### src/rtl/core/tfj_pkg.sv
// ----------------------------------------------------------------------------
// tfj_pkg: shared types and constants of the text full justifier
// Command and status bundles between the controller and the datapath.
// ----------------------------------------------------------------------------
package tfj_pkg;

    localparam int MAX_WIDTH = 32;
    localparam int MAX_WORDS = 16;
    localparam int DIV_STEPS = 6;
    localparam logic [7:0] SPACE_CHAR = 8'h20;
    localparam logic [5:0] WIDTH_RESET = 6'd32;

    typedef enum logic [3:0] {
        CMD_NONE,
        CMD_TAKE,
        CMD_DIV_INIT,
        CMD_DIV_STEP,
        CMD_EMIT_INIT,
        CMD_LETTER,
        CMD_GAP_OPEN,
        CMD_SPACE,
        CMD_CLEAR,
        CMD_COPY_STEP,
        CMD_WORD_DONE
    } cmd_op_t;

    typedef struct packed {
        cmd_op_t op;
        logic    last;
    } cmd_t;

    typedef struct packed {
        logic need_emit;
        logic div_done;
        logic letter_avail;
        logic more_words;
        logic gap_zero;
        logic line_done;
        logic out_ready;
        logic copy_more;
    } status_t;

endpackage

### src/rtl/core/tfj_ctrl.sv
// ----------------------------------------------------------------------------
// tfj_ctrl: sequencing state machine
// Steps the datapath through take, check, divide, emit, clear and copy.
// ----------------------------------------------------------------------------
module tfj_ctrl
(
    input  logic            clk,
    input  logic            rst_n,
    input  logic            in_valid,
    output logic            in_stall,
    input  logic            word_end,
    input  logic            text_end,
    input  tfj_pkg::status_t sts,
    output tfj_pkg::cmd_t   cmd
);
    import tfj_pkg::*;

    typedef enum logic [2:0] {
        S_IDLE,
        S_CHECK,
        S_DIV,
        S_LETTERS,
        S_GAP,
        S_PAD,
        S_ENDLINE,
        S_COPY
    } state_t;

    state_t state_reg, state_next;
    logic   text_end_reg, text_end_next;
    logic   last_reg, last_next;

    assign in_stall = (state_reg != S_IDLE);

    always_comb
    begin
        state_next    = state_reg;
        text_end_next = text_end_reg;
        last_next     = last_reg;
        cmd.op        = CMD_NONE;
        cmd.last      = last_reg;
        case (state_reg)
            S_IDLE:
            begin
                if (in_valid)
                begin
                    cmd.op = CMD_TAKE;
                    if (word_end)
                    begin
                        text_end_next = text_end;
                        state_next    = S_CHECK;
                    end
                end
            end
            S_CHECK:
            begin
                if (sts.need_emit)
                begin
                    last_next  = 1'b0;
                    cmd.last   = 1'b0;
                    cmd.op     = CMD_DIV_INIT;
                    state_next = S_DIV;
                end
                else
                begin
                    state_next = S_COPY;
                end
            end
            S_DIV:
            begin
                if (sts.div_done)
                begin
                    cmd.op     = CMD_EMIT_INIT;
                    state_next = S_LETTERS;
                end
                else
                begin
                    cmd.op = CMD_DIV_STEP;
                end
            end
            S_LETTERS:
            begin
                if (sts.line_done)
                    state_next = S_ENDLINE;
                else if (sts.letter_avail)
                begin
                    if (sts.out_ready)
                        cmd.op = CMD_LETTER;
                end
                else if (sts.more_words)
                begin
                    cmd.op     = CMD_GAP_OPEN;
                    state_next = S_GAP;
                end
                else
                    state_next = S_PAD;
            end
            S_GAP:
            begin
                if (sts.line_done)
                    state_next = S_ENDLINE;
                else if (sts.gap_zero)
                    state_next = S_LETTERS;
                else if (sts.out_ready)
                    cmd.op = CMD_SPACE;
            end
            S_PAD:
            begin
                if (sts.line_done)
                    state_next = S_ENDLINE;
                else if (sts.out_ready)
                    cmd.op = CMD_SPACE;
            end
            S_ENDLINE:
            begin
                cmd.op = CMD_CLEAR;
                if (last_reg)
                    state_next = S_IDLE;
                else
                    state_next = S_COPY;
            end
            S_COPY:
            begin
                if (sts.copy_more)
                    cmd.op = CMD_COPY_STEP;
                else
                begin
                    cmd.op = CMD_WORD_DONE;
                    if (text_end_reg)
                    begin
                        state_next = S_DIV;
                        last_next  = 1'b1;
                    end
                    else
                        state_next = S_IDLE;
                end
            end
            default:
            begin
                state_next = S_IDLE;
            end
        endcase
        // the final line starts its divide from the word-done cycle
        if (state_reg == S_COPY && !sts.copy_more && text_end_reg)
            cmd.last = 1'b1;
    end

    always_ff @(posedge clk or negedge rst_n)
    begin
        if (!rst_n)
        begin
            state_reg    <= S_IDLE;
            text_end_reg <= 1'b0;
            last_reg     <= 1'b0;
        end
        else
        begin
            state_reg    <= state_next;
            text_end_reg <= text_end_next;
            last_reg     <= last_next;
        end
    end

endmodule

### src/rtl/core/tfj_dp.sv
// ----------------------------------------------------------------------------
// tfj_dp: justifier datapath
// Word and line stores, counters, gap divider and output register.
// ----------------------------------------------------------------------------
module tfj_dp
(
    input  logic             clk,
    input  logic             rst_n,
    input  logic             line_width_wr,
    input  logic [5:0]       line_width,
    input  logic [7:0]       character,
    input  tfj_pkg::cmd_t    cmd,
    output tfj_pkg::status_t sts,
    output logic             out_valid,
    input  logic             out_stall,
    output logic [7:0]       out_char,
    output logic             line_end,
    output logic             text_done
);
    import tfj_pkg::*;

    logic [7:0] pend_mem [MAX_WIDTH];
    logic [7:0] line_mem [MAX_WIDTH];
    logic [5:0] wep_mem  [MAX_WORDS];

    logic [5:0] width_reg;
    logic [5:0] w;
    logic [4:0] words_reg;
    logic [5:0] letters_reg;
    logic [5:0] plen_reg;
    logic [5:0] cidx_reg;
    logic [3:0] widx_reg;
    logic [5:0] j_reg;
    logic [5:0] p_reg;
    logic [5:0] gap_reg;
    logic [5:0] sp_reg;
    logic [4:0] extra_reg;
    logic       last_reg;
    logic       just_reg;
    logic [5:0] dq_reg;
    logic [4:0] rem_reg;
    logic [4:0] div_reg;
    logic [2:0] dcnt_reg;
    logic       out_valid_reg;
    logic [7:0] out_char_reg;
    logic       line_end_reg;
    logic       text_done_reg;
    logic [5:0] wep_q;
    logic [7:0] line_q;

    logic [6:0] fill_sum;
    logic [6:0] copy_pos;
    logic [6:0] let_sum;
    logic [5:0] let_new;
    logic [4:0] gaps;
    logic [5:0] trial;
    logic       fits;
    logic       emit_out;
    logic [7:0] emit_char;

    always_comb
    begin
        if (width_reg == 6'd0)
            w = 6'd1;
        else if (width_reg > 6'(MAX_WIDTH))
            w = 6'(MAX_WIDTH);
        else
            w = width_reg;
    end

    assign gaps     = words_reg - 5'd1;
    assign fill_sum = 7'(letters_reg) + 7'(words_reg) + 7'(plen_reg);
    assign copy_pos = 7'(letters_reg) + 7'(cidx_reg);
    assign let_sum  = 7'(letters_reg) + 7'(plen_reg);
    assign let_new  = (let_sum > 7'(MAX_WIDTH)) ? 6'(MAX_WIDTH) : let_sum[5:0];
    assign fits     = (7'(letters_reg) + 7'(gaps)) <= 7'(w);
    assign trial    = {rem_reg, dq_reg[5]};

    assign sts.need_emit    = (words_reg != 5'd0) &&
                              ((fill_sum > 7'(w)) || (words_reg >= 5'(MAX_WORDS)));
    assign sts.div_done     = (dcnt_reg == 3'd0);
    assign sts.letter_avail = j_reg < wep_q;
    assign sts.more_words   = (5'(widx_reg) + 5'd1) < words_reg;
    assign sts.gap_zero     = (gap_reg == 6'd0);
    assign sts.line_done    = (p_reg == w);
    assign sts.out_ready    = !out_valid_reg || !out_stall;
    assign sts.copy_more    = cidx_reg < plen_reg;

    assign emit_out  = (cmd.op == CMD_LETTER) || (cmd.op == CMD_SPACE);
    assign emit_char = (cmd.op == CMD_LETTER) ? line_q : SPACE_CHAR;

    // storage arrays: no reset, every read entry is written first;
    // reads fetch the entry that emission needs next
    always_ff @(posedge clk)
    begin
        if (cmd.op == CMD_TAKE && plen_reg < w)
            pend_mem[plen_reg[4:0]] <= character;
        if (cmd.op == CMD_COPY_STEP && copy_pos < 7'(MAX_WIDTH))
            line_mem[copy_pos[4:0]] <= pend_mem[cidx_reg[4:0]];
        if (cmd.op == CMD_WORD_DONE && words_reg < 5'(MAX_WORDS))
            wep_mem[words_reg[3:0]] <= let_new;
        if (cmd.op == CMD_EMIT_INIT)
        begin
            wep_q  <= wep_mem[4'd0];
            line_q <= line_mem[5'd0];
        end
        if (cmd.op == CMD_GAP_OPEN)
            wep_q <= wep_mem[widx_reg + 4'd1];
        if (cmd.op == CMD_LETTER)
            line_q <= line_mem[j_reg[4:0] + 5'd1];
    end

    // payload-only registers
    always_ff @(posedge clk)
    begin
        case (cmd.op)
            CMD_DIV_INIT, CMD_WORD_DONE:
            begin
                last_reg <= cmd.last;
                just_reg <= !cmd.last && (words_reg > 5'd1) && fits;
                dq_reg   <= w - letters_reg;
                div_reg  <= gaps;
                rem_reg  <= 5'd0;
            end
            CMD_DIV_STEP:
            begin
                if (trial >= 6'(div_reg))
                begin
                    rem_reg <= 5'(trial - 6'(div_reg));
                    dq_reg  <= {dq_reg[4:0], 1'b1};
                end
                else
                begin
                    rem_reg <= trial[4:0];
                    dq_reg  <= {dq_reg[4:0], 1'b0};
                end
            end
            CMD_EMIT_INIT:
            begin
                widx_reg  <= 4'd0;
                j_reg     <= 6'd0;
                p_reg     <= 6'd0;
                gap_reg   <= 6'd0;
                sp_reg    <= just_reg ? dq_reg : 6'd1;
                extra_reg <= just_reg ? rem_reg : 5'd0;
            end
            CMD_LETTER:
            begin
                j_reg <= j_reg + 6'd1;
                p_reg <= p_reg + 6'd1;
            end
            CMD_GAP_OPEN:
            begin
                widx_reg <= widx_reg + 4'd1;
                if (extra_reg != 5'd0)
                begin
                    gap_reg   <= sp_reg + 6'd1;
                    extra_reg <= extra_reg - 5'd1;
                end
                else
                    gap_reg <= sp_reg;
            end
            CMD_SPACE:
            begin
                gap_reg <= gap_reg - 6'd1;
                p_reg   <= p_reg + 6'd1;
            end
            default:
            begin
            end
        endcase
        if (emit_out)
        begin
            out_char_reg  <= emit_char;
            line_end_reg  <= (p_reg == w - 6'd1);
            text_done_reg <= last_reg && (p_reg == w - 6'd1);
        end
    end

    // control registers
    always_ff @(posedge clk or negedge rst_n)
    begin
        if (!rst_n)
        begin
            width_reg     <= WIDTH_RESET;
            words_reg     <= 5'd0;
            letters_reg   <= 6'd0;
            plen_reg      <= 6'd0;
            cidx_reg      <= 6'd0;
            dcnt_reg      <= 3'd0;
            out_valid_reg <= 1'b0;
        end
        else
        begin
            if (line_width_wr)
                width_reg <= line_width;
            case (cmd.op)
                CMD_TAKE:
                begin
                    cidx_reg <= 6'd0;
                    if (plen_reg < w)
                        plen_reg <= plen_reg + 6'd1;
                end
                CMD_DIV_INIT, CMD_WORD_DONE:
                begin
                    dcnt_reg <= 3'(DIV_STEPS);
                    if (cmd.op == CMD_WORD_DONE)
                    begin
                        letters_reg <= let_new;
                        plen_reg    <= 6'd0;
                        if (words_reg < 5'(MAX_WORDS))
                            words_reg <= words_reg + 5'd1;
                    end
                end
                CMD_DIV_STEP:
                    dcnt_reg <= dcnt_reg - 3'd1;
                CMD_CLEAR:
                begin
                    words_reg   <= 5'd0;
                    letters_reg <= 6'd0;
                    cidx_reg    <= 6'd0;
                end
                CMD_COPY_STEP:
                    cidx_reg <= cidx_reg + 6'd1;
                default:
                begin
                end
            endcase
            if (emit_out)
                out_valid_reg <= 1'b1;
            else if (!out_stall)
                out_valid_reg <= 1'b0;
        end
    end

    assign out_valid = out_valid_reg;
    assign out_char  = out_char_reg;
    assign line_end  = line_end_reg;
    assign text_done = text_done_reg;

endmodule

### src/rtl/core/text_full_justifier_top.sv
// ----------------------------------------------------------------------------
// text_full_justifier_top: greedy full justification of a byte stream
// Packs words into lines of line_width bytes (clamped to 1..32) and streams them out justified.
// ----------------------------------------------------------------------------
//
//  port group    dir  handshake            payload
//  ------------  ---  -------------------  --------------------------------
//  input words   in   in_valid/in_stall    character, word_end, text_end
//  output words  out  out_valid/out_stall  out_char, line_end, text_done
//  config        in   line_width_wr        line_width
//
//  Bytes inside a word are taken while in_stall is low. At a word end the
//  block checks the held line; when the word does not fit or the line holds
//  MAX_WORDS words, 6 divider steps and a setup step follow, then the line's
//  bytes and gaps are emitted, padded with spaces, and the line is cleared;
//  then the word is copied into the line.
//  On text end the final line follows the same way, but with single spaces. The output port's
//  single register and the line length set the pace of emission.
//  Reset clears counters, width (to 32) and handshakes; stores need none.
//  out_stall holds the output register and pauses emission.
//
module text_full_justifier_top
(
    input  logic       clk,
    input  logic       rst_n,
    input  logic       line_width_wr,
    input  logic [5:0] line_width,
    input  logic       in_valid,
    output logic       in_stall,
    input  logic [7:0] character,
    input  logic       word_end,
    input  logic       text_end,
    output logic       out_valid,
    input  logic       out_stall,
    output logic [7:0] out_char,
    output logic       line_end,
    output logic       text_done
);
    import tfj_pkg::*;

    cmd_t    cmd;
    status_t sts;

    // sequence the work of each word
    tfj_ctrl u_ctrl
    (
        .clk      (clk),
        .rst_n    (rst_n),
        .in_valid (in_valid),
        .in_stall (in_stall),
        .word_end (word_end),
        .text_end (text_end),
        .sts      (sts),
        .cmd      (cmd)
    );

    // hold stores, counters and the output register
    tfj_dp u_dp
    (
        .clk           (clk),
        .rst_n         (rst_n),
        .line_width_wr (line_width_wr),
        .line_width    (line_width),
        .character     (character),
        .cmd           (cmd),
        .sts           (sts),
        .out_valid     (out_valid),
        .out_stall     (out_stall),
        .out_char      (out_char),
        .line_end      (line_end),
        .text_done     (text_done)
    );

endmodule

### config.mk
export PLATFORM = sky130hd
export DESIGN_NAME = text_full_justifier_top
export DESIGN_NICKNAME = d
export VERILOG_FILES = /design/src/rtl/core/tfj_pkg.sv /design/src/rtl/core/tfj_ctrl.sv /design/src/rtl/core/tfj_dp.sv /design/src/rtl/core/text_full_justifier_top.sv
export SDC_FILE = /design/constraint.sdc
export NUM_CORES = 1
export LEC_CHECK = 0
export ABC_AREA = 1
export BUFFER_PORTS_ARGS = -buffer_cell sky130_fd_sc_hd__clkbuf_2
export CAP_MARGIN = 25
export CORE_ASPECT_RATIO = 1.25
export CORE_MARGIN = 2
export CORE_UTILIZATION = 30
export DETAILED_ROUTE_END_ITERATION = 8
export GPL_TIMING_DRIVEN = 0
export SLEW_MARGIN = 20
export SYNTH_ARGS = -nofsm -noshare
export SYNTH_HDL_FRONTEND = slang
export SYNTH_SLANG_ARGS = --single-unit
### constraint.sdc
create_clock -name clk -period 8 [get_ports clk]
set_input_delay 1.6 -clock clk [delete_from_list [all_inputs] [get_ports clk]]
set_output_delay 1.6 -clock clk [all_outputs]
set_load 0.02 [all_outputs]
Word-level counts from Yosys, hierarchy flattened. Memories as Yosys holds them, arrays and structs flattened. Index checks and enable logic that the tools add are counted. W data, S select, Z words.

$add $sub $neg: 21. Multipliers: 0. Divide/modulo/power cells: 0. Order comparisons: 13. Equality and inequality tests: 33. Shifts and indexed selects: 0. Mux-type cells: 70. Bitwise gates (word level): 0. Reduce and logical (&&, ||, !) cells: 42.

Operator list (count): $pmux W6 S2 (6); $mux W6 (9); $mux W3 (16); $pmux W4 S8 (1); $add A6 B1 Y6 const B (5); $pmux W5 S2 (3); $mux W5 (5); $pmux W3 S8 (1); $mux W4 (5); $lt A6 B6 Y1 (3); $pmux W6 S3 (1); $eq A4 B3 Y1 const B (4); $mux W1 (16); $mux W8 (2); $ne A2 B2 Y1 const B (8); $reduce_bool A2 Y1 (8); $add A6 B5 Y7 (2); $add A6 B6 Y7 (2); $eq A3 B3 Y1 const B (4); $eq A4 B4 Y1 const B (3); $eq A6 B6 Y1 (2); $logic_not A6 Y1 (2); $sub A6 B1 Y6 const B (2); $add A5 B1 Y5 const B (2); 38 further kinds (67).

Register bits: 113. Bits in latches: 0. Bits in writable memories: 608. Memory bits (read-only): 0. Input bits: 21. Output and inout bits: 12. Word-level logic and storage cells: 208. Memories: 3.

Memories: u_dp.line_mem (words 32, bits a word 8, rd ports 2, clocked after Yosys merged registers in 0, write ports 1, line tfj_dp.sv:23) `logic [7:0] line_mem [MAX_WIDTH];`; u_dp.pend_mem (words 32, bits a word 8, rd ports 1, clocked after Yosys merged registers in 0, write ports 1, line tfj_dp.sv:22) `logic [7:0] pend_mem [MAX_WIDTH];`; u_dp.wep_mem (words 16, bits a word 6, rd ports 2, clocked after Yosys merged registers in 0, write ports 1, line tfj_dp.sv:24) `logic [5:0] wep_mem [MAX_WORDS];`.

Longest topological paths before layout. Gate-level depths: netlist (run 1).

Depth after elaboration: 12. Mapped depth: 23. Gate-level depth less buffers: 23.

Modules after synthesis. Synthesis (run 1) repeated with hierarchy kept, for this count alone.

Cells, all modules: 2873. Area total of the unflattened synthesis: 32535.0 um^2.

Modules (own cells, without submodules): tfj_dp (times used 1, cells each 2783, area an instance 31934.4 um^2, seq. area each 21336.7 um^2); tfj_ctrl (times used 1, cells each 90, area an instance 600.6 um^2, seq. area each 125.1 um^2).

Worst setup path before layout (run 1). No wires, ideal clock.

Path type: register to register. Start: reg u_dp.plen_reg[1]. End: mem u_dp.pend_mem[0][0], enable pin. Library setup time: 0.370 ns. Arrival: 3.949 ns. Data required time: 7.630 ns. Setup slack: 3.680 ns. Cell stages (with the launch flop): 20. Buffers on the path: 0. Clock period less this slack: 4.320 ns. Cell sequence: dfrtp_1 > inv_1 > fa_1 > inv_1 > ha_1 > fa_1 > nand3_1 > nand2_1 > xor2_1 > ha_1 > a21oi_1 > a21boi_0 > o211ai_1 > nand3_1 > nand2_1 > nand2_1 > nand2_1 > nor2_4 > nand4_2 > nor2_1.

Word-level cells in the longest chain between the ends: 10. Elaborated cells on any way between the ends: 13. Those cells by class: 1 x add/sub; 3 x order compare; 1 x eq/ne; 5 x mux; 3 x reduce/logical.

RTL lines: start, declared (line tfj_dp.sv:30) `logic [5:0] plen_reg;`; start signal, assigned (line tfj_dp.sv:202) `plen_reg <= plen_reg + 6'd1;`; $add A7 B6 Y7 (line tfj_dp.sv:72) `assign fill_sum = 7'(letters_reg) + 7'(words_reg) + 7'(plen_reg);`; $gt A7 B6 Y1 (line tfj_dp.sv:80) `((fill_sum > 7'(w)) || (words_reg >= 5'(MAX_WORDS)));`; $logic_or A1 B1 Y1 (line tfj_dp.sv:80); $logic_and A1 B1 Y1 (line tfj_dp.sv:79) `assign sts.need_emit = (words_reg != 5'd0) &&`; $mux W3 (line tfj_ctrl.sv:57) `if (sts.need_emit)`; $pmux W4 S8 (line tfj_ctrl.sv:42) `case (state_reg)`; $eq A4 B1 Y1 (line tfj_dp.sv:96) `if (cmd.op == CMD_TAKE && plen_reg < w)`; $logic_and A1 B1 Y1 (line tfj_dp.sv:96); $mux W1 (line tfj_dp.sv:96); $mux W1 (implied by the code) (line tfj_dp.sv:97) `pend_mem[plen_reg[4:0]] <= character;`; end, declared (line tfj_dp.sv:22).

Several ways; a longest one is shown, not always the timed one.

Worst setup path after layout (run 1).
Start: reg u_dp.letters_reg[1]. End: mem u_dp.pend_mem[28][6], enable pin.

Word-level cells in the longest chain between the ends: 11.

RTL lines: start, declared (line tfj_dp.sv:29) `logic [5:0] letters_reg;`; start signal, assigned (line tfj_dp.sv:209) `letters_reg <= let_new;`; $add A6 B5 Y7 (line tfj_dp.sv:72); $add A7 B6 Y7 (line tfj_dp.sv:72); $gt A7 B6 Y1 (line tfj_dp.sv:80); $logic_or A1 B1 Y1 (line tfj_dp.sv:80); $logic_and A1 B1 Y1 (line tfj_dp.sv:79); $mux W3 (line tfj_ctrl.sv:57); $pmux W4 S8 (line tfj_ctrl.sv:42); $eq A4 B1 Y1 (line tfj_dp.sv:96); $logic_and A1 B1 Y1 (line tfj_dp.sv:96); $mux W1 (line tfj_dp.sv:96); $mux W1 (implied by the code) (line tfj_dp.sv:97).

Every way passes these cells.

==> flow_metrics.env, run 1 <==
export IMPL_numCtsBuffers=71
export IMPL_gp_congestion=0.915
export IMPL_fin_tns_setup_ps=0
export IMPL_clock_latency_ps=640
export IMPL_power_share_sequential_pct=40.5
export IMPL_required_ps=8220
export IMPL_critical_path_max_stage_delay_ps=910
export IMPL_synthArstFlopShare_pct=5.27
export IMPL_cts_sinks=721
export IMPL_synth_seq_area_share_pct=67.5
export IMPL_grt_pass1_wl_um=129000
export IMPL_cts_max_level=3
export IMPL_rsz0062_at_grt="no"
export IMPL_synth_warnings=0
export IMPL_synth_seq_cells=721
export IMPL_dp_slack_ps=2190
export IMPL_io_buffers=31
export IMPL_r2r_start="u_dp.letters_reg[1]"
export IMPL_r2r_end="u_dp.pend_mem[28][6]"
export IMPL_ios=33
export IMPL_crit_family="simple AND/OR/NAND/NOR gates"
export IMPL_fin_ws_ps=2100
export IMPL_area_delta_synth_final_pct=13.8
export IMPL_yosysUniqueCellTypes=54
export IMPL_netlist_area_leader_share_pct=64.5
export IMPL_fill_cells=10400
export IMPL_cts_tree="built"
export IMPL_cap_violations=0
export IMPL_internal_power_mw=8.02
export IMPL_min_path_cells=1
export IMPL_cts_hold_buf=0
export IMPL_post_dp_hpwl_um=58400
export IMPL_pwr_share_comb_pct=32.6
export IMPL_coreArea_um2=105000
export IMPL_final_cell_area_um2=36200
export IMPL_synth_area_leaders="edfxtp_1 (64%), o21ai_0 (6.2%), nor2_1 (5.9%), ha_1 (3.3%), dfrtp_1 (2.9%)"
export IMPL_rows=133
export IMPL_worstPathCellList="inv_1 -> fa_1 -> inv_1 -> ha_1 -> fa_1 -> nand3_1 -> nand2_1 -> xor2_1 -> ha_1 -> a21oi_1 -> a21boi_0 -> o211ai_1 -> nand3_1 -> nand2_1 -> nand2_1 -> nand2_1 -> nor2_4 -> nand4_2 -> nor2_1"
export IMPL_seqCellArea_um2=21500
export IMPL_drtIter0Drc=2239
export IMPL_switching_share_pct=36.9
export IMPL_firstDrtPassIters=5
export IMPL_layout_cells_non_filler=4304
export IMPL_synth_ff_type="edfxtp_1"
export IMPL_clk_path_buf_depth=3
export IMPL_fin_crit_sh_pct=73.8
export IMPL_powerDensity_nw_per_um2=351
export IMPL_r2r_setup_slack_ps=2100
export IMPL_report_final_slew_viol_count=0
export IMPL_avgViaCountPerCell=5.03
export IMPL_leakagePower_nw=12.6
export IMPL_placed_cells=4175
export IMPL_synth_area_um2=31800
export IMPL_path_buf_inv=2
export IMPL_grt_overflow_total=0
export IMPL_crit_type="flip-flop to flip-flop"
export IMPL_syn_nets=2839
export IMPL_crit_path_top_delay_cell="nor2_1"
export IMPL_cpMostUsedCell="nand2_1"
export IMPL_layout_nets=2946
export IMPL_p_sw_mw=4.69
export IMPL_worstMarginPinSlew_ps=1000
export IMPL_whs_ps=495
export IMPL_ir_drop_v=0.000203
export IMPL_clkTransAtPathRegs_ps=60
export IMPL_final_util_pct=34.4
export IMPL_syn_avg_cell_area_um2=11.7
export IMPL_drcViolationCount=0
export IMPL_drtAntennaViolNets=0
export IMPL_ys_top_cells_by_count="edfxtp_1 (683), nor2_1 (496), o21ai_0 (392)"
export IMPL_cp_num_cells=19
export IMPL_crit_path_end_kind="flip-flop"
export IMPL_initial_core_util_pct=30.2
export IMPL_via_count=21600
export IMPL_hp_start="u_dp.dcnt_reg[0]"
export IMPL_hp_class="flip-flop to flip-flop"
export IMPL_routedWlPerCell_um=19.8
export IMPL_track_usage_pct=15.6
export IMPL_first_global_vias=21200
export IMPL_fin_crit_ps=5900
export IMPL_final_layout_size_suffix_gt1_share_pct=5.99
export IMPL_yosys_area_top_type="edfxtp_1"
export IMPL_post_cts_setup_buffer_count=0
export IMPL_holdPathEnd="u_dp.dcnt_reg[0]"
export IMPL_grt_max_degree=33
export IMPL_path_max_fanout=10
export IMPL_clkPwrFrac_pct=26.8
export IMPL_relSlewSlack_pct=33.1
export IMPL_cp_arrival_ps=6120
export IMPL_critPathLaunchType="flip-flop"
export IMPL_cts_root_buf="clkbuf_16"
export IMPL_skew_ps=40.3
export IMPL_die_area_um2=109000
export IMPL_wl_um=85200
export IMPL_fp_dieH_um=368
export IMPL_setup_viol_count_final=0
export IMPL_status="finished clean"
export IMPL_fmax_mhz=169
export IMPL_synthesis_instances=2724
export IMPL_antenna_found_initial=1
export IMPL_n_antenna_cell=0
export IMPL_die_x_um=295
export IMPL_placed_area_um2=33800
export IMPL_synth_edff_count=683
export IMPL_r2r_cells=19
export IMPL_finalPower_mw=12.7
export IMPL_hold_violations=0
export IMPL_cts_resized=0
export IMPL_multiInputGateArea_um2=9230
export IMPL_yosys_cell_count_top_type="edfxtp_1"
==> logic make-up after synthesis <==
logic type	synth area share (%)
AOI/OAI and AO/OA	11.9
muxes	0.106
DFF	67.5
adders and majority gates	3.96
xor gates and xnor gates	1.38
and+or+nand+nor	11.5
buffers and inverters	3.63
==> power groups by stage <==
stage / clock [mW] / combinational (mW) / sequential (mW)
after global routing: 3.59 / 4.61 / 5.19
after detailed placement: 0 / 4.13 / 5.24
final: 3.41 / 4.15 / 5.16
after global placement: 0 / 4.04 / 5.26
after floorplan: 0 / 2.50 / 5.20
after CTS: 3.45 / 4.15 / 5.16
==> per-layer routing <==
| layer | vias up | routed length [µm] | global-route usage [%] |
|---|---|---|---|
| li1 | 10100 | - | - |
| met5 | - | 12 | 0 |
| met1 | 10600 | 34400 | 19.3 |
| met2 | 752 | 41900 | 26.3 |
| met4 | 2 | 3690 | 7.42 |
| met3 | 185 | 5150 | 2.59 |
==> worst reg2reg max path, cell delays in order (launching register included) <==
cell and delay (ps):
dfrtp_1 600, inv_1 260, fa_1 560, inv_1 50, ha_1 200, fa_1 390
nand3_1 100, nand2_1 70, xor2_1 150, ha_1 290, a21oi_1 150, a21boi_0 210
o211ai_1 160, nand3_1 150, nand2_1 70, nand2_1 320, nand2_1 180, nor2_4 240
nand4_2 420, nor2_1 920
==> layout make-up <==
cell class	count	share of cell area, %
Clock buffer	91	5.17
Inverter	174	1.81
Timing Repair Buffer	34	0.567
Multi-Input combinational cell	1696	25.5
Buffer	133	1.38
Sequential cell	721	59.3
Tap cell	1417	4.90
Clock inverter	38	1.35
==> how the worst max path moves through the flow <==
stage                        start                   end  slack (ps)
6_report       u_dp.letters_reg[1]  u_dp.pend_mem[28][6]        2100
5_1_grt        u_dp.letters_reg[1]  u_dp.pend_mem[31][2]        1830
4_1_cts        u_dp.letters_reg[1]  u_dp.pend_mem[28][2]        2180
3_5_place_dp   u_dp.letters_reg[1]  u_dp.pend_mem[28][5]        2190
3_3_place_gp      u_dp.cidx_reg[0]  u_dp.line_mem[15][0]        1290
2_1_floorplan     u_dp.plen_reg[1]   u_dp.pend_mem[0][0]        3680
==> layout by cell type, fill, tap and decap left out, types with 4 or more instances in the layout <==
cell	count
clkbuf_1	145
xor2_1	35
o211ai_1	8
inv_1	166
nand3_1	106
fa_1	11
a211oi_1	7
dfrtp_1	37
clkbuf_2	31
and2_1	6
edfxtp_1	683
o22ai_1	91
clkbuf_16	71
clkinvlp_4	4
ha_1	83
nand4_1	6
a21oi_1	52
or2_2	5
nand2_2	10
xnor2_1	15
bufinv_16	9
nand2_1	231
clkinv_2	9
o21ai_0	392
buf_1	5
clkinv_1	12
o221ai_1	82
nand4_2	4
nor3_1	16
nor2_1	496
Note: power is estimated with default switching activity, not from simulation.
==> inputs of run 2 (changes only) <==
==> constraint.sdc (replaced) <==
create_clock -name clk -period 4.96 [get_ports clk]
set_input_delay 0.992 -clock clk [delete_from_list [all_inputs] [get_ports clk]]
set_output_delay 0.992 -clock clk [all_outputs]
set_load 0.02 [all_outputs]
==> run 2 against run 1 <==
  * Combinational power rose by 71%
  * First-iteration DRC count fell by 6.3%
  * Clock power rose by 61%
  * Design area rose by 2.6%
  * Critical path type unchanged
  * Highest routed layer unchanged
==> flow_metrics.env, run 2 (same netlist as run 1, synthesis figures left out) <==
export IMPL_area_delta_synth_final_pct=16.7
export IMPL_cap_violations=0
export IMPL_n_antenna_cell=0
export IMPL_fin_crit_ps=4700
export IMPL_crit_family="adder cells"
export IMPL_report_final_slew_viol_count=0
export IMPL_rows=133
export IMPL_setup_viol_count_final=0
export IMPL_r2r_setup_slack_ps=260
export IMPL_hp_class="input port to asynchronous set/reset pin"
export IMPL_coreArea_um2=105000
export IMPL_cp_num_cells=22
export IMPL_ir_drop_v=0.000329
export IMPL_required_ps=5290
export IMPL_crit_path_top_delay_cell="fa_1"
export IMPL_cpMostUsedCell="nand2_1"
export IMPL_routedWlPerCell_um=19.9
export IMPL_gp_congestion=0.915
export IMPL_grtUsageMet3_pct=2.54
export IMPL_hold_violations=0
export IMPL_numCtsBuffers=71
export IMPL_critical_path_startpoint="u_dp.letters_reg[1]"
export IMPL_met2_usage_pct=26.8
export IMPL_layout_nets=2990
export IMPL_worstMarginPinSlew_ps=892
export IMPL_critical_path_max_stage_delay_ps=530
export IMPL_cts_hold_buf=0
export IMPL_status="finished clean"
export IMPL_relSlewSlack_pct=40.1
export IMPL_grt_overflow_total=0
export IMPL_r2r_cells=22
export IMPL_r2r_start="u_dp.letters_reg[1]"
export IMPL_cp_arrival_ps=5030
export IMPL_leakagePower_nw=13.0
export IMPL_crit_path_end_kind="flip-flop"
export IMPL_groute_layer_met1_usage_pct=19.4
export IMPL_fill_cells=10300
export IMPL_grt_max_degree=33
export IMPL_wl_um=86300
export IMPL_drtAntennaViolNets=0
export IMPL_track_usage_pct=15.8
export IMPL_worstPathCellList="inv_1 -> fa_1 -> inv_1 -> ha_1 -> fa_1 -> nand3_1 -> nand2_1 -> xor2_1 -> ha_1 -> a21oi_1 -> a21boi_0 -> o211ai_1 -> nand3_1 -> nand2_1 -> nand2_4 -> nand2_1 -> nor2_4 -> buf_12 -> nand4_4 -> buf_4 -> nor2_4 -> buf_12"
export IMPL_first_global_vias=21500
export IMPL_clock_latency_ps=640
export IMPL_crit_type="flip-flop to flip-flop"
export IMPL_avgViaCountPerCell=5.03
export IMPL_via_count=21900
export IMPL_cts_sinks=721
export IMPL_final_common_cell="edfxtp_1"
export IMPL_layout_cells_non_filler=4348
export IMPL_antenna_found_initial=1
export IMPL_path_max_fanout=10
export IMPL_cts_root_buf="clkbuf_16"
export IMPL_final_layout_size_suffix_gt1_share_pct=8.67
export IMPL_die_area_um2=109000
export IMPL_grt_pass1_wl_um=131000
export IMPL_cts_max_level=3
export IMPL_fmax_mhz=213
export IMPL_ios=33
export IMPL_drcViolationCount=0
export IMPL_skew_ps=41.1
export IMPL_clk_path_buf_depth=3
export IMPL_fin_crit_sh_pct=94.8
export IMPL_path_buf_inv=5
export IMPL_endpoint="u_dp.pend_mem[16][2]"
export IMPL_whs_ps=285
export IMPL_post_dp_hpwl_um=58400
export IMPL_r2r_end="u_dp.pend_mem[16][2]"
export IMPL_placed_cells=4175
export IMPL_clkTransAtPathRegs_ps=70
export IMPL_die_x_um=295
export IMPL_layout_common_cells="edfxtp_1 (683), nor2_1 (464), o21ai_0 (392)"
export IMPL_top_usage_layer="met2"
export IMPL_firstDrtPassIters=6
export IMPL_cts_tree="built"
export IMPL_io_buffers=31
export IMPL_powerDensity_nw_per_um2=562
export IMPL_critPathLaunchType="flip-flop"
export IMPL_initial_core_util_pct=30.2
export IMPL_fp_dieH_um=368
export IMPL_drtIter0Drc=2098
export IMPL_finalPower_mw=20.9
-- run 2: where the power goes --
part,total [mW],internal [mW],switching (mW)
registers,8.30,8.03,0.270
logic,7.08,1.90,5.17
clock network,5.50,3.17,2.33
-- run 2: how the worst min path moves through the flow --
stage               slack, ps  depth (start not counted)          endpoint
floorplan                 460                          1  u_dp.dcnt_reg[0]
global placement          490                          2   u_ctrl.last_reg
detailed placement        500                          1  u_dp.dcnt_reg[0]
CTS                       270                          1  u_dp.dcnt_reg[2]
global route              300                          1  u_dp.dcnt_reg[1]
finish                    280                          1  u_dp.dcnt_reg[1]
-- run 2: cell type report --
type / count / area [µm²] / area share [%]
well taps: 1417 / 1770 / 4.78
flip-flops and latches: 721 / 21500 / 57.8
plain buffers: 133 / 500 / 1.35
multi-input cells: 1696 / 9510 / 25.6
repair buffers: 78 / 848 / 2.29
clock buffers: 91 / 1870 / 5.04
clock inverters: 38 / 489 / 1.32
inverters: 174 / 659 / 1.78
-- run 2: what timing repair did --
action | 4_1_cts | 5_1_grt
pin swaps | 32 | 1
buffers inserted | 37 | 6
resized for setup | 72 | 2
endpoints found under the setup margin | 267 | 267
-- run 2: metal layers --
metal | share of wire [%] | routed length (µm) | vias to the layer above
met5 | 0.019 | 16 | -
met2 | 49 | 42500 | 834
li1 | - | - | 10200
met4 | 4.7 | 4040 | 2
met1 | 40 | 34400 | 10600
met3 | 6.3 | 5400 | 213
-- run 2: per-stage QoR --
| stage | setup slack (ps) | utilization [%] | setup TNS (ps) | area [µm²] |
|---|---|---|---|---|
| after floorplan | 640 | - | 0 | 31800 |
| after global placement | -1750 | 32.1 | -228850 | 33700 |
| after detailed placement | -852 | 32.2 | -180170 | 33800 |
| after CTS | 80.9 | 35.2 | 0 | 37000 |
| after global routing | -8.28 | 35.3 | -40.0 | 37100 |
| final | 260 | 35.3 | 0 | 37100 |
-- run 2: worst reg2reg max path, delay by kind of cell (launching register included) --
| family | cells | cell delay [ps] |
|---|---|---|
| simple gates | 9 | 1100 |
| fa+ha+maj | 4 | 1420 |
| compound gates | 3 | 520 |
| buf+inv | 5 | 770 |
| flops | 1 | 430 |
| xor+xnor | 1 | 150 |
